**src/rtl/ilsp_pkg.sv**
```systemverilog
// Shared types, constants and codes for the indentation line parser.
package ilsp_pkg;

   // Sizing
   localparam int LEVEL_DEPTH = 16;
   localparam int LEVEL_W     = (LEVEL_DEPTH > 1) ? $clog2(LEVEL_DEPTH) : 1;
   // Tab stop, a power of two so the column remainder is a mask
   localparam int TAB_STOP    = 8;
   localparam int QUEUE_DEPTH = 2;
   localparam int QPTR_W      = (QUEUE_DEPTH > 1) ? $clog2(QUEUE_DEPTH) : 1;
   localparam int QCNT_W      = $clog2(QUEUE_DEPTH + 1);
   localparam int HDR_LEN     = 10;

   localparam logic [11:0] INDENT_MAX = 12'hFFF;
   localparam logic [15:0] BYTES_MAX  = 16'hFFFF;

   // Characters
   localparam logic [20:0] CH_NEWLINE = 21'h00000A;
   localparam logic [20:0] CH_TAB     = 21'h000009;
   localparam logic [20:0] CH_SPACE   = 21'h000020;
   localparam logic [20:0] MAGIC_CHARS [4] = '{21'h63, 21'h67, 21'h6D, 21'h31};

   // Input kinds
   localparam logic [1:0] KIND_VALID = 2'd0;
   localparam logic [1:0] KIND_EOD   = 2'd2;

   // Result status codes
   localparam logic [2:0] ST_LINE       = 3'd0;
   localparam logic [2:0] ST_EMPTY      = 3'd1;
   localparam logic [2:0] ST_END        = 3'd2;
   localparam logic [2:0] ST_BAD_HEADER = 3'd3;
   localparam logic [2:0] ST_HDR_GARB   = 3'd4;
   localparam logic [2:0] ST_INVALID    = 3'd5;
   localparam logic [2:0] ST_MISMATCH   = 3'd6;
   localparam logic [2:0] ST_TOO_DEEP   = 3'd7;

   typedef struct packed {
      logic [20:0] code_point;
      logic [2:0]  code_bytes;
      logic [1:0]  code_kind;
   } req_type;

   typedef struct packed {
      logic [2:0]  status;
      logic [11:0] line_indent;
      logic [3:0]  nest_depth;
      logic [15:0] text_bytes;
      logic        at_end;
   } rsp_type;

   // Classified command handed from front to back
   typedef enum logic [2:0] {
      OP_SPACE,
      OP_TAB,
      OP_NEWLINE,
      OP_CHAR,
      OP_EOD,
      OP_BAD,
      OP_HDR_BAD,
      OP_HDR_GARBAGE
   } cmd_op_type;

   typedef struct packed {
      cmd_op_type  op;
      logic [2:0]  nbytes;
   } cmd_type;

   typedef struct packed {
      logic full;
      logic valid;
   } q_stat_type;

   typedef enum logic [1:0] {
      FR_HEADER,
      FR_BODY,
      FR_STOP
   } front_state_type;

   typedef enum logic [1:0] {
      BK_INDENT,
      BK_TEXT,
      BK_DONE
   } back_state_type;

endpackage

```
**src/rtl/ilsp_front.sv**
```systemverilog
// Front end: header check and classification of each request into a command.
module ilsp_front (
   input  logic                clock,
   input  logic                reset,
   input  logic                req_valid,
   output logic                req_ready,
   input  ilsp_pkg::req_type   req_payload,
   input  ilsp_pkg::q_stat_type q_stat,
   output logic                push,
   output ilsp_pkg::cmd_type   push_cmd
);

   ilsp_pkg::front_state_type state_ff, state_in;
   logic [3:0]                hdr_pos_ff, hdr_pos_in;
   logic                      accept;
   logic                      is_valid;
   logic                      is_eod;

   assign req_ready = !q_stat.full;
   assign accept    = req_valid && req_ready;
   assign is_valid  = (req_payload.code_kind == ilsp_pkg::KIND_VALID);
   assign is_eod    = (req_payload.code_kind == ilsp_pkg::KIND_EOD);

   // State register
   always_ff @(posedge clock) begin
      if (reset) begin
         state_ff   <= ilsp_pkg::FR_HEADER;
         hdr_pos_ff <= 4'd0;
      end else begin
         state_ff   <= state_in;
         hdr_pos_ff <= hdr_pos_in;
      end
   end

   // Classification and header walk
   always_comb begin
      state_in        = state_ff;
      hdr_pos_in      = hdr_pos_ff;
      push            = 1'b0;
      push_cmd.op     = ilsp_pkg::OP_BAD;
      push_cmd.nbytes = req_payload.code_bytes;
      case (state_ff)
         ilsp_pkg::FR_HEADER: begin
            if (accept) begin
               hdr_pos_in = hdr_pos_ff + 4'd1;
               if (hdr_pos_ff >= 4'd1 && hdr_pos_ff <= 4'd4) begin
                  if (!is_valid ||
                      req_payload.code_point != ilsp_pkg::MAGIC_CHARS[2'(hdr_pos_ff - 4'd1)]) begin
                     push        = 1'b1;
                     push_cmd.op = ilsp_pkg::OP_HDR_BAD;
                  end
               end else if (hdr_pos_ff == 4'(ilsp_pkg::HDR_LEN - 1)) begin
                  if (!is_valid || req_payload.code_point != ilsp_pkg::CH_NEWLINE) begin
                     push        = 1'b1;
                     push_cmd.op = ilsp_pkg::OP_HDR_GARBAGE;
                  end
               end else if (is_eod) begin
                  push        = 1'b1;
                  push_cmd.op = (hdr_pos_ff == 4'd0) ? ilsp_pkg::OP_HDR_BAD
                                                     : ilsp_pkg::OP_HDR_GARBAGE;
               end
               if (push) begin
                  state_in = ilsp_pkg::FR_STOP;
               end else if (hdr_pos_ff == 4'(ilsp_pkg::HDR_LEN - 1)) begin
                  state_in = ilsp_pkg::FR_BODY;
               end
            end
         end
         ilsp_pkg::FR_BODY: begin
            push = accept;
            if (is_eod) begin
               push_cmd.op = ilsp_pkg::OP_EOD;
            end else if (!is_valid) begin
               push_cmd.op = ilsp_pkg::OP_BAD;
            end else if (req_payload.code_point == ilsp_pkg::CH_NEWLINE) begin
               push_cmd.op = ilsp_pkg::OP_NEWLINE;
            end else if (req_payload.code_point == ilsp_pkg::CH_SPACE) begin
               push_cmd.op = ilsp_pkg::OP_SPACE;
            end else if (req_payload.code_point == ilsp_pkg::CH_TAB) begin
               push_cmd.op = ilsp_pkg::OP_TAB;
            end else begin
               push_cmd.op = ilsp_pkg::OP_CHAR;
            end
         end
         ilsp_pkg::FR_STOP: begin
            // header failed: drop everything
            push = 1'b0;
         end
         default: begin
            state_in = ilsp_pkg::FR_STOP;
         end
      endcase
   end

endmodule

```
**src/rtl/ilsp_queue.sv**
```systemverilog
// Short command queue between the front end and the back end.
module ilsp_queue (
   input  logic                 clock,
   input  logic                 reset,
   input  logic                 push,
   input  ilsp_pkg::cmd_type    push_cmd,
   input  logic                 pop,
   output ilsp_pkg::cmd_type    head_cmd,
   output ilsp_pkg::q_stat_type q_stat
);

   ilsp_pkg::cmd_type                  mem_ff [ilsp_pkg::QUEUE_DEPTH];
   logic [ilsp_pkg::QPTR_W-1:0]       wr_ptr_ff, wr_ptr_in;
   logic [ilsp_pkg::QPTR_W-1:0]       rd_ptr_ff, rd_ptr_in;
   logic [ilsp_pkg::QCNT_W-1:0]       count_ff, count_in;
   logic                              do_push;
   logic                              do_pop;

   assign q_stat.full  = (count_ff == ilsp_pkg::QCNT_W'(ilsp_pkg::QUEUE_DEPTH));
   assign q_stat.valid = (count_ff != '0);
   assign head_cmd     = mem_ff[rd_ptr_ff];
   assign do_push      = push && !q_stat.full;
   assign do_pop       = pop && q_stat.valid;

   // Pointer and count update
   always_comb begin
      wr_ptr_in = wr_ptr_ff;
      rd_ptr_in = rd_ptr_ff;
      count_in  = count_ff;
      if (do_push) begin
         wr_ptr_in = (wr_ptr_ff == ilsp_pkg::QPTR_W'(ilsp_pkg::QUEUE_DEPTH - 1)) ?
                     '0 : wr_ptr_ff + ilsp_pkg::QPTR_W'(1);
      end
      if (do_pop) begin
         rd_ptr_in = (rd_ptr_ff == ilsp_pkg::QPTR_W'(ilsp_pkg::QUEUE_DEPTH - 1)) ?
                     '0 : rd_ptr_ff + ilsp_pkg::QPTR_W'(1);
      end
      if (do_push && !do_pop) begin
         count_in = count_ff + ilsp_pkg::QCNT_W'(1);
      end else if (do_pop && !do_push) begin
         count_in = count_ff - ilsp_pkg::QCNT_W'(1);
      end
   end

   always_ff @(posedge clock) begin
      if (reset) begin
         wr_ptr_ff <= '0;
         rd_ptr_ff <= '0;
         count_ff  <= '0;
      end else begin
         wr_ptr_ff <= wr_ptr_in;
         rd_ptr_ff <= rd_ptr_in;
         count_ff  <= count_in;
      end
   end

   // Storage
   always_ff @(posedge clock) begin
      if (do_push) begin
         mem_ff[wr_ptr_ff] <= push_cmd;
      end
   end

endmodule

```
**src/rtl/ilsp_back.sv**
```systemverilog
// Back end: indent measurement, level stack and result register.
module ilsp_back (
   input  logic                 clock,
   input  logic                 reset,
   input  ilsp_pkg::q_stat_type q_stat,
   input  ilsp_pkg::cmd_type    head_cmd,
   output logic                 pop,
   output logic                 rsp_valid,
   input  logic                 rsp_ready,
   output ilsp_pkg::rsp_type    rsp_payload
);

   localparam int LW = ilsp_pkg::LEVEL_W;
   localparam int LD = ilsp_pkg::LEVEL_DEPTH;

   ilsp_pkg::back_state_type state_ff, state_in;
   logic [11:0]              indent_ff, indent_in;
   logic [15:0]              bytes_ff, bytes_in;
   logic [LW-1:0]            level_ff, level_in;
   logic [11:0]              stack_ff [LD];
   logic [11:0]              stack_in [LD];
   logic                     rsp_valid_ff, rsp_valid_in;
   ilsp_pkg::rsp_type        rsp_ff, rsp_in;

   logic                     fire;
   logic                     emit;
   logic [LD-1:0]            in_range;
   logic [LD-1:0]            lt_vec;
   logic [LD-1:0]            le_vec;
   logic [LD-1:0]            eq_vec;
   logic                     grow;
   logic                     hit;
   logic [LW-1:0]            new_level;
   logic [12:0]              space_sum;
   logic [12:0]              tab_sum;
   logic [16:0]              byte_sum;

   assign fire        = q_stat.valid && (!rsp_valid_ff || rsp_ready);
   assign pop         = fire;
   assign rsp_valid   = rsp_valid_ff;
   assign rsp_payload = rsp_ff;

   // Per-level compares against the current indent
   always_comb begin
      new_level = '0;
      for (int l = 0; l < LD; l++) begin
         in_range[l] = (LW'(l) <= level_ff);
         lt_vec[l]   = (stack_ff[l] < indent_ff);
         le_vec[l]   = (stack_ff[l] <= indent_ff);
         eq_vec[l]   = (stack_ff[l] == indent_ff);
         if (in_range[l] && le_vec[l]) begin
            new_level = LW'(l);
         end
      end
      grow = &(lt_vec | ~in_range);
      hit  = |(eq_vec & in_range);
   end

   // Column and byte arithmetic
   assign space_sum = {1'b0, indent_ff} + 13'd1;
   assign tab_sum   = {1'b0, indent_ff} + 13'(ilsp_pkg::TAB_STOP)
                      - 13'(indent_ff % ilsp_pkg::TAB_STOP);
   assign byte_sum  = {1'b0, bytes_ff} + 17'(head_cmd.nbytes);

   // Next state and result
   always_comb begin
      state_in  = state_ff;
      indent_in = indent_ff;
      bytes_in  = bytes_ff;
      level_in  = level_ff;
      stack_in  = stack_ff;
      emit      = 1'b0;
      rsp_in    = '0;
      case (state_ff)
         ilsp_pkg::BK_INDENT: begin
            case (head_cmd.op)
               ilsp_pkg::OP_HDR_BAD: begin
                  emit = 1'b1;
                  rsp_in.status = ilsp_pkg::ST_BAD_HEADER;
                  rsp_in.at_end = 1'b1;
                  state_in = ilsp_pkg::BK_DONE;
               end
               ilsp_pkg::OP_HDR_GARBAGE: begin
                  emit = 1'b1;
                  rsp_in.status = ilsp_pkg::ST_HDR_GARB;
                  rsp_in.at_end = 1'b1;
                  state_in = ilsp_pkg::BK_DONE;
               end
               ilsp_pkg::OP_EOD: begin
                  emit = 1'b1;
                  rsp_in.status = ilsp_pkg::ST_END;
                  rsp_in.at_end = 1'b1;
                  state_in = ilsp_pkg::BK_DONE;
               end
               ilsp_pkg::OP_BAD: begin
                  emit = 1'b1;
                  rsp_in.status = ilsp_pkg::ST_INVALID;
                  rsp_in.at_end = 1'b1;
                  state_in = ilsp_pkg::BK_DONE;
               end
               ilsp_pkg::OP_NEWLINE: begin
                  emit = 1'b1;
                  rsp_in.status = ilsp_pkg::ST_EMPTY;
                  indent_in = '0;
               end
               ilsp_pkg::OP_SPACE: begin
                  indent_in = space_sum[12] ? ilsp_pkg::INDENT_MAX : space_sum[11:0];
               end
               ilsp_pkg::OP_TAB: begin
                  indent_in = tab_sum[12] ? ilsp_pkg::INDENT_MAX : tab_sum[11:0];
               end
               ilsp_pkg::OP_CHAR: begin
                  bytes_in = 16'(head_cmd.nbytes);
                  state_in = ilsp_pkg::BK_TEXT;
                  if (grow) begin
                     // indent grew: push a new level, or report too deep if the stack is full
                     if (level_ff == LW'(LD - 1)) begin
                        emit = 1'b1;
                        rsp_in.status = ilsp_pkg::ST_TOO_DEEP;
                        rsp_in.at_end = 1'b1;
                        state_in = ilsp_pkg::BK_DONE;
                     end else begin
                        level_in = level_ff + LW'(1);
                        for (int l = 0; l < LD; l++) begin
                           if (LW'(l) == level_ff + LW'(1)) begin
                              stack_in[l] = indent_ff;
                           end
                        end
                     end
                  end else if (!hit) begin
                     // dedent landed between two levels
                     emit = 1'b1;
                     rsp_in.status = ilsp_pkg::ST_MISMATCH;
                     rsp_in.at_end = 1'b1;
                     state_in = ilsp_pkg::BK_DONE;
                  end else begin
                     level_in = new_level;
                  end
               end
               default: begin
                  state_in = ilsp_pkg::BK_DONE;
               end
            endcase
         end
         ilsp_pkg::BK_TEXT: begin
            case (head_cmd.op)
               ilsp_pkg::OP_EOD: begin
                  emit = 1'b1;
                  rsp_in.status      = ilsp_pkg::ST_LINE;
                  rsp_in.line_indent = indent_ff;
                  rsp_in.nest_depth  = 4'(level_ff);
                  rsp_in.text_bytes  = bytes_ff;
                  rsp_in.at_end      = 1'b1;
                  state_in = ilsp_pkg::BK_DONE;
               end
               ilsp_pkg::OP_BAD, ilsp_pkg::OP_HDR_BAD, ilsp_pkg::OP_HDR_GARBAGE: begin
                  emit = 1'b1;
                  rsp_in.status = ilsp_pkg::ST_INVALID;
                  rsp_in.at_end = 1'b1;
                  state_in = ilsp_pkg::BK_DONE;
               end
               ilsp_pkg::OP_NEWLINE: begin
                  emit = 1'b1;
                  rsp_in.status      = ilsp_pkg::ST_LINE;
                  rsp_in.line_indent = indent_ff;
                  rsp_in.nest_depth  = 4'(level_ff);
                  rsp_in.text_bytes  = bytes_ff;
                  indent_in = '0;
                  bytes_in  = '0;
                  state_in  = ilsp_pkg::BK_INDENT;
               end
               default: begin
                  // any other character counts as text
                  bytes_in = byte_sum[16] ? ilsp_pkg::BYTES_MAX : byte_sum[15:0];
               end
            endcase
         end
         ilsp_pkg::BK_DONE: begin
            // stream closed: discard
            emit = 1'b0;
         end
         default: begin
            state_in = ilsp_pkg::BK_DONE;
         end
      endcase
   end

   // Output register valid
   always_comb begin
      if (fire && emit) begin
         rsp_valid_in = 1'b1;
      end else if (rsp_ready) begin
         rsp_valid_in = 1'b0;
      end else begin
         rsp_valid_in = rsp_valid_ff;
      end
   end

   // Control and stack registers
   always_ff @(posedge clock) begin
      if (reset) begin
         state_ff     <= ilsp_pkg::BK_INDENT;
         indent_ff    <= '0;
         bytes_ff     <= '0;
         level_ff     <= '0;
         rsp_valid_ff <= 1'b0;
         for (int l = 0; l < LD; l++) begin
            stack_ff[l] <= '0;
         end
      end else begin
         rsp_valid_ff <= rsp_valid_in;
         if (fire) begin
            state_ff  <= state_in;
            indent_ff <= indent_in;
            bytes_ff  <= bytes_in;
            level_ff  <= level_in;
            stack_ff  <= stack_in;
         end
      end
   end

   // Result payload
   always_ff @(posedge clock) begin
      if (fire && emit) begin
         rsp_ff <= rsp_in;
      end
   end

   // Once closed, the back end never reopens
   a_done_sticky: assert property (@(posedge clock) disable iff (reset)
      state_ff == ilsp_pkg::BK_DONE |=> state_ff == ilsp_pkg::BK_DONE)
      else $error("back end left the done state");

   // A closing result always moves the back end to done
   a_end_closes: assert property (@(posedge clock) disable iff (reset)
      fire && emit && rsp_in.at_end |=> state_ff == ilsp_pkg::BK_DONE)
      else $error("closing result without entering done");

   // A pushed level sits strictly above the root indent
   a_level_above_root: assert property (@(posedge clock) disable iff (reset)
      level_ff != '0 |-> stack_ff[1] > stack_ff[0])
      else $error("level stack not increasing");

   // Nothing is taken from the queue while a result is stuck
   a_no_pop_stalled: assert property (@(posedge clock) disable iff (reset)
      rsp_valid_ff && !rsp_ready |-> !pop)
      else $error("command consumed while result stalled");

endmodule

```
**src/rtl/indent_line_structure_parser_core.sv**
```systemverilog
// Top level: front end, command queue and back end of the indentation line parser.
// An accepted request is queued as a command; the back end pops it and registers any result.
// Throughput: one request per cycle; the back end retires one queued command per cycle
// while no result is stalled. The front end stalls only when the two-entry command queue is full.
// Reset clears the header position, the level stack, the current level and all counts.
// After an end or error result every later request is accepted and dropped until reset.
module indent_line_structure_parser_core (
   input  logic                clock,
   input  logic                reset,
   input  logic                req_valid,
   output logic                req_ready,
   input  ilsp_pkg::req_type   req_payload,
   output logic                rsp_valid,
   input  logic                rsp_ready,
   output ilsp_pkg::rsp_type   rsp_payload
);

   ilsp_pkg::q_stat_type q_stat;
   ilsp_pkg::cmd_type    push_cmd;
   ilsp_pkg::cmd_type    head_cmd;
   logic                 push;
   logic                 pop;

   ilsp_front u_front (
      .clock       (clock),
      .reset       (reset),
      .req_valid   (req_valid),
      .req_ready   (req_ready),
      .req_payload (req_payload),
      .q_stat      (q_stat),
      .push        (push),
      .push_cmd    (push_cmd)
   );

   ilsp_queue u_queue (
      .clock    (clock),
      .reset    (reset),
      .push     (push),
      .push_cmd (push_cmd),
      .pop      (pop),
      .head_cmd (head_cmd),
      .q_stat   (q_stat)
   );

   ilsp_back u_back (
      .clock       (clock),
      .reset       (reset),
      .q_stat      (q_stat),
      .head_cmd    (head_cmd),
      .pop         (pop),
      .rsp_valid   (rsp_valid),
      .rsp_ready   (rsp_ready),
      .rsp_payload (rsp_payload)
   );

endmodule

```
**config.mk**
```make
export PLATFORM = sky130hd
export DESIGN_NAME = indent_line_structure_parser_core
export DESIGN_NICKNAME = d
export VERILOG_FILES = /design/src/rtl/ilsp_pkg.sv /design/src/rtl/ilsp_front.sv /design/src/rtl/ilsp_queue.sv /design/src/rtl/ilsp_back.sv /design/src/rtl/indent_line_structure_parser_core.sv
export SDC_FILE = /design/constraint.sdc
export NUM_CORES = 1
export LEC_CHECK = 0
export BUFFER_PORTS_ARGS = -buffer_cell sky130_fd_sc_hd__buf_2
export CORE_ASPECT_RATIO = 1.75
export CORE_MARGIN = 4
export CORE_UTILIZATION = 60
export DETAILED_ROUTE_END_ITERATION = 6
export PLACE_DENSITY = 0.78
export SLEW_MARGIN = 20
export SYNTH_ARGS = -nofsm -noshare
export SYNTH_HDL_FRONTEND = slang
export SYNTH_HIERARCHICAL = 1
export SYNTH_SLANG_ARGS = --single-unit
```
**constraint.sdc**
```tcl
create_clock -name clock -period 14.19 [get_ports clock]
set_clock_uncertainty 0.15 [all_clocks]
set_input_delay 1.419 -clock clock [delete_from_list [all_inputs] [get_ports clock]]
set_output_delay 1.419 -clock clock [all_outputs]
set_load 0.02 [all_outputs]
```
==> impl_metrics.yaml <==
synthesis:
  syn-num-nets: 2141
  synth_flop_cell: "dfxtp_1"
  synthesis.area_per_instance_um2: 9.39
  synth_area_um2: 17700
  yosysUniqueCellTypes: 79
  ys_seq_elements: 286
  ys_seq_area_share_pct: 35.1
  synth_cells: 1884
  yosys_warnings: 6
  async_reset_ff_share_pct: 0
  synth-edff-count: 48
timing:
  timing.slew.headroom_pct: 23.0
  finalSetupTns_ns: 0
  slew_violations: 0
  max_freq_ghz: 0.185
  finalCritPeriodShare_pct: 38.1
  rsz0062_at_grt: "false"
  worst_pin_slew_ns: 1.15
  period_minus_slack_ns: 5.40
  hold_viol_final: 0
  setup_viol: 0
clocking:
  ctsRootBufferMaster: "clkbuf_16"
  path_clk_slew_ns: 0.06
  cts_hold_buf: 0
  ctsResizeCount: 0
  numCtsBuffers: 28
  insertion_delay_ns: 0.56
  cts.sinks: 286
  cts_max_path_buffers: 3
  post_cts_buffers: 0
  htree_levels: 1
  tritoncts: "yes"
floorplanning:
  die_w_um: 138
  dieArea_um2: 32400
  initial_core_util_pct: 60.6
  coreArea_um2: 29200
  die_h_um: 235
  num_rows: 83
  pin_count: 68
global_routing:
  grt_first_pass_wirelength_um: 77500
  grt_max_degree: 96
  antenna_found_initial: 0
  busiest_layer: "met2"
  grtUsageMet2_pct: 55.5
  use_met1_pct: 31.5
  grtUsageTotal_pct: 30.1
  gr-total-overflow: 0
  met3_usage_pct: 3.53
  first_global_vias: 14700
detailed_routing:
  drtAntennaViolNets: 0
  vias_per_cell: 6.39
  drc_errors: 0
  wl_um: 49900
  vias: 14800
  first_pass_iters: 6
  wl_per_cell_um: 21.5
  drt_iter0_markers: 896
power_and_ir_drop:
  p_leak_nw: 7.40
  irDropWorstVdd_mv: 0.105
  power_density_nw_per_um2: 107
  power_w: 0.00205
worst_setup_path:
  crit_arrival_ns: 5.46
  critical_path_peak_fanout: 36
  critPathKind: "reg -> reg"
  cp-start-kind: "flip-flop"
  end_kind: "flip-flop"
  crit_required_ns: 14.24
worst_hold_path:
  hold_path_class: "reg -> reg"
placed_design:
  port_buffers: 67
  dp_hpwl_um: 34500
  gp_congestion: 0.963
  placed_area_um2: 18300
job:
  max-cap-violations: 0
cells_and_area:
  drive_gt1_share_pct: 10.0
  nets: 2171
  area_delta_synth_final_pct: 8.49
  antennaDiodeCount: 0
  final_common_cell: "nor2_1"
  final_cell_mix: "nor2_1, dfxtp_1, ha_1"
  stdcell_area_um2: 19200
status:
  status: "finished, final reports clean"
==> cell families after synthesis <==
family	after synthesis	synth area share, %
flops	286	35.1
simple gates	630	18.6
xor+xnor	29	1.44
mux	200	11.4
buf+inv	162	4.46
compound gates	350	13.0
fa+ha+maj	227	16.1
==> state kept, by name, summed over array words and instances, names as in the netlist, named ones only <==
signal / flops
u_queue/mem_ff: 12
u_back/state_ff: 2
u_queue/rd_ptr_ff: 1
u_back/bytes_ff: 16
u_queue/wr_ptr_ff: 1
u_back/level_ff: 4
u_back/indent_ff: 12
u_queue/count_ff: 2
u_back/stack_ff: 192
u_back/rsp_payload: 36
u_front/hdr_pos_ff: 4
u_back/rsp_valid: 1
u_front/state_ff: 2
==> metrics by stage <==
step                utilization, %  setup WS, ns  cells  hold WS (ns)
finish                        65.8          8.79   2318         0.346
global route                  65.8          8.45   2318         0.373
CTS                           65.8          8.87   2318         0.348
detailed placement            62.6          8.85   2266         0.330
global placement              62.6          8.99   2266         0.315
floorplan                        -          8.58   1884         0.302
==> cell type report <==
class | instances | area, µm²
repair buffers | 101 | 597
clock inverters | 16 | 163
fillers | 2293 | 9980
multi-input cells | 1436 | 10800
flip-flops and latches | 286 | 6210
inverters | 61 | 229
clock buffers | 36 | 762
well taps | 382 | 478
==> worst max-delay path, stage by stage, from the launching register on <==
cell and delay, ns:
dfxtp_1 0.95, inv_1 0.71, ha_1 0.50, o21ai_0 0.14, a21oi_1 0.06, o21ai_0 0.21
a31oi_1 0.16, nor3_1 0.45, o2111ai_4 0.16, buf_4 0.32, nor2_1 0.33, nand3_1 0.20
a41oi_4 0.23, buf_4 0.43
==> synthesized netlist by cell type (5+ instances only) <==
master     count  area, µm²
nand2_1       79        297
nor2_1       266        998
xor2_1         8       70.1
and3_1         7       43.8
o211ai_1      17        128
nor3_1        22        110
a211o_1        7       61.3
buf_6         18        203
mux2i_1      194       1940
edfxtp_1      48       1440
xnor2_1       21        184
mux2_2         6       67.6
or3_1          8       50.1
o21a_1         8       60.1
nand3_1       29        145
and4_1         6       52.6
nand2b_1      20        125
a21o_1        19        143
a211oi_1      21        158
inv_1         61        229
a21oi_1      100        500
a31oi_1       11       68.8
buf_2         28        140
a22oi_1        5       37.5
a41oi_1        6       52.6
o21ai_0       78        390
nand4_1       64        400
and2_1        25        156
ha_1         226       2830
nor2b_1       23        144
o21bai_1      11       82.6
a22o_1        12        105
o2111ai_1      6       52.6
dfxtp_1      238       4760
nor4_1        37        231
clkbuf_1      50        188
o221ai_1       8       70.1
nor3_4        16        260
==> layer usage <==
metal / share of wire [%] / vias to the layer above
met5: 0 / -
met4: 7.2 / 0
met3: 4.0 / 193
met2: 53 / 463
met1: 36 / 7187
li1: - / 6967
==> power breakdown <==
group	total [W]	internal, W	switching (W)
Sequential	0.000933	0.000901	0.0000318
Clock	0.000760	0.000434	0.000326
Combinational	0.000357	0.000109	0.000247
Total	0.00205	0.00144	0.000605
==> path summary, 6_finish.rpt <==
check	start	end	slack (ns)	depth (start not counted)
min reg2reg	u_back/stack_ff[12]$_SDFFE_PP0P_	u_back/stack_ff[12]$_SDFFE_PP0P_	0.35	2
max	u_back/indent_ff[2]$_SDFFE_PP0P_	u_back/rsp_payload[11]$_SDFFCE_PN0P_	8.79	13
min	u_back/stack_ff[12]$_SDFFE_PP0P_	u_back/stack_ff[12]$_SDFFE_PP0P_	0.35	2
max reg2reg	u_back/indent_ff[2]$_SDFFE_PP0P_	u_back/rsp_payload[11]$_SDFFCE_PN0P_	8.79	13
Power figures use the tool's default switching activity.
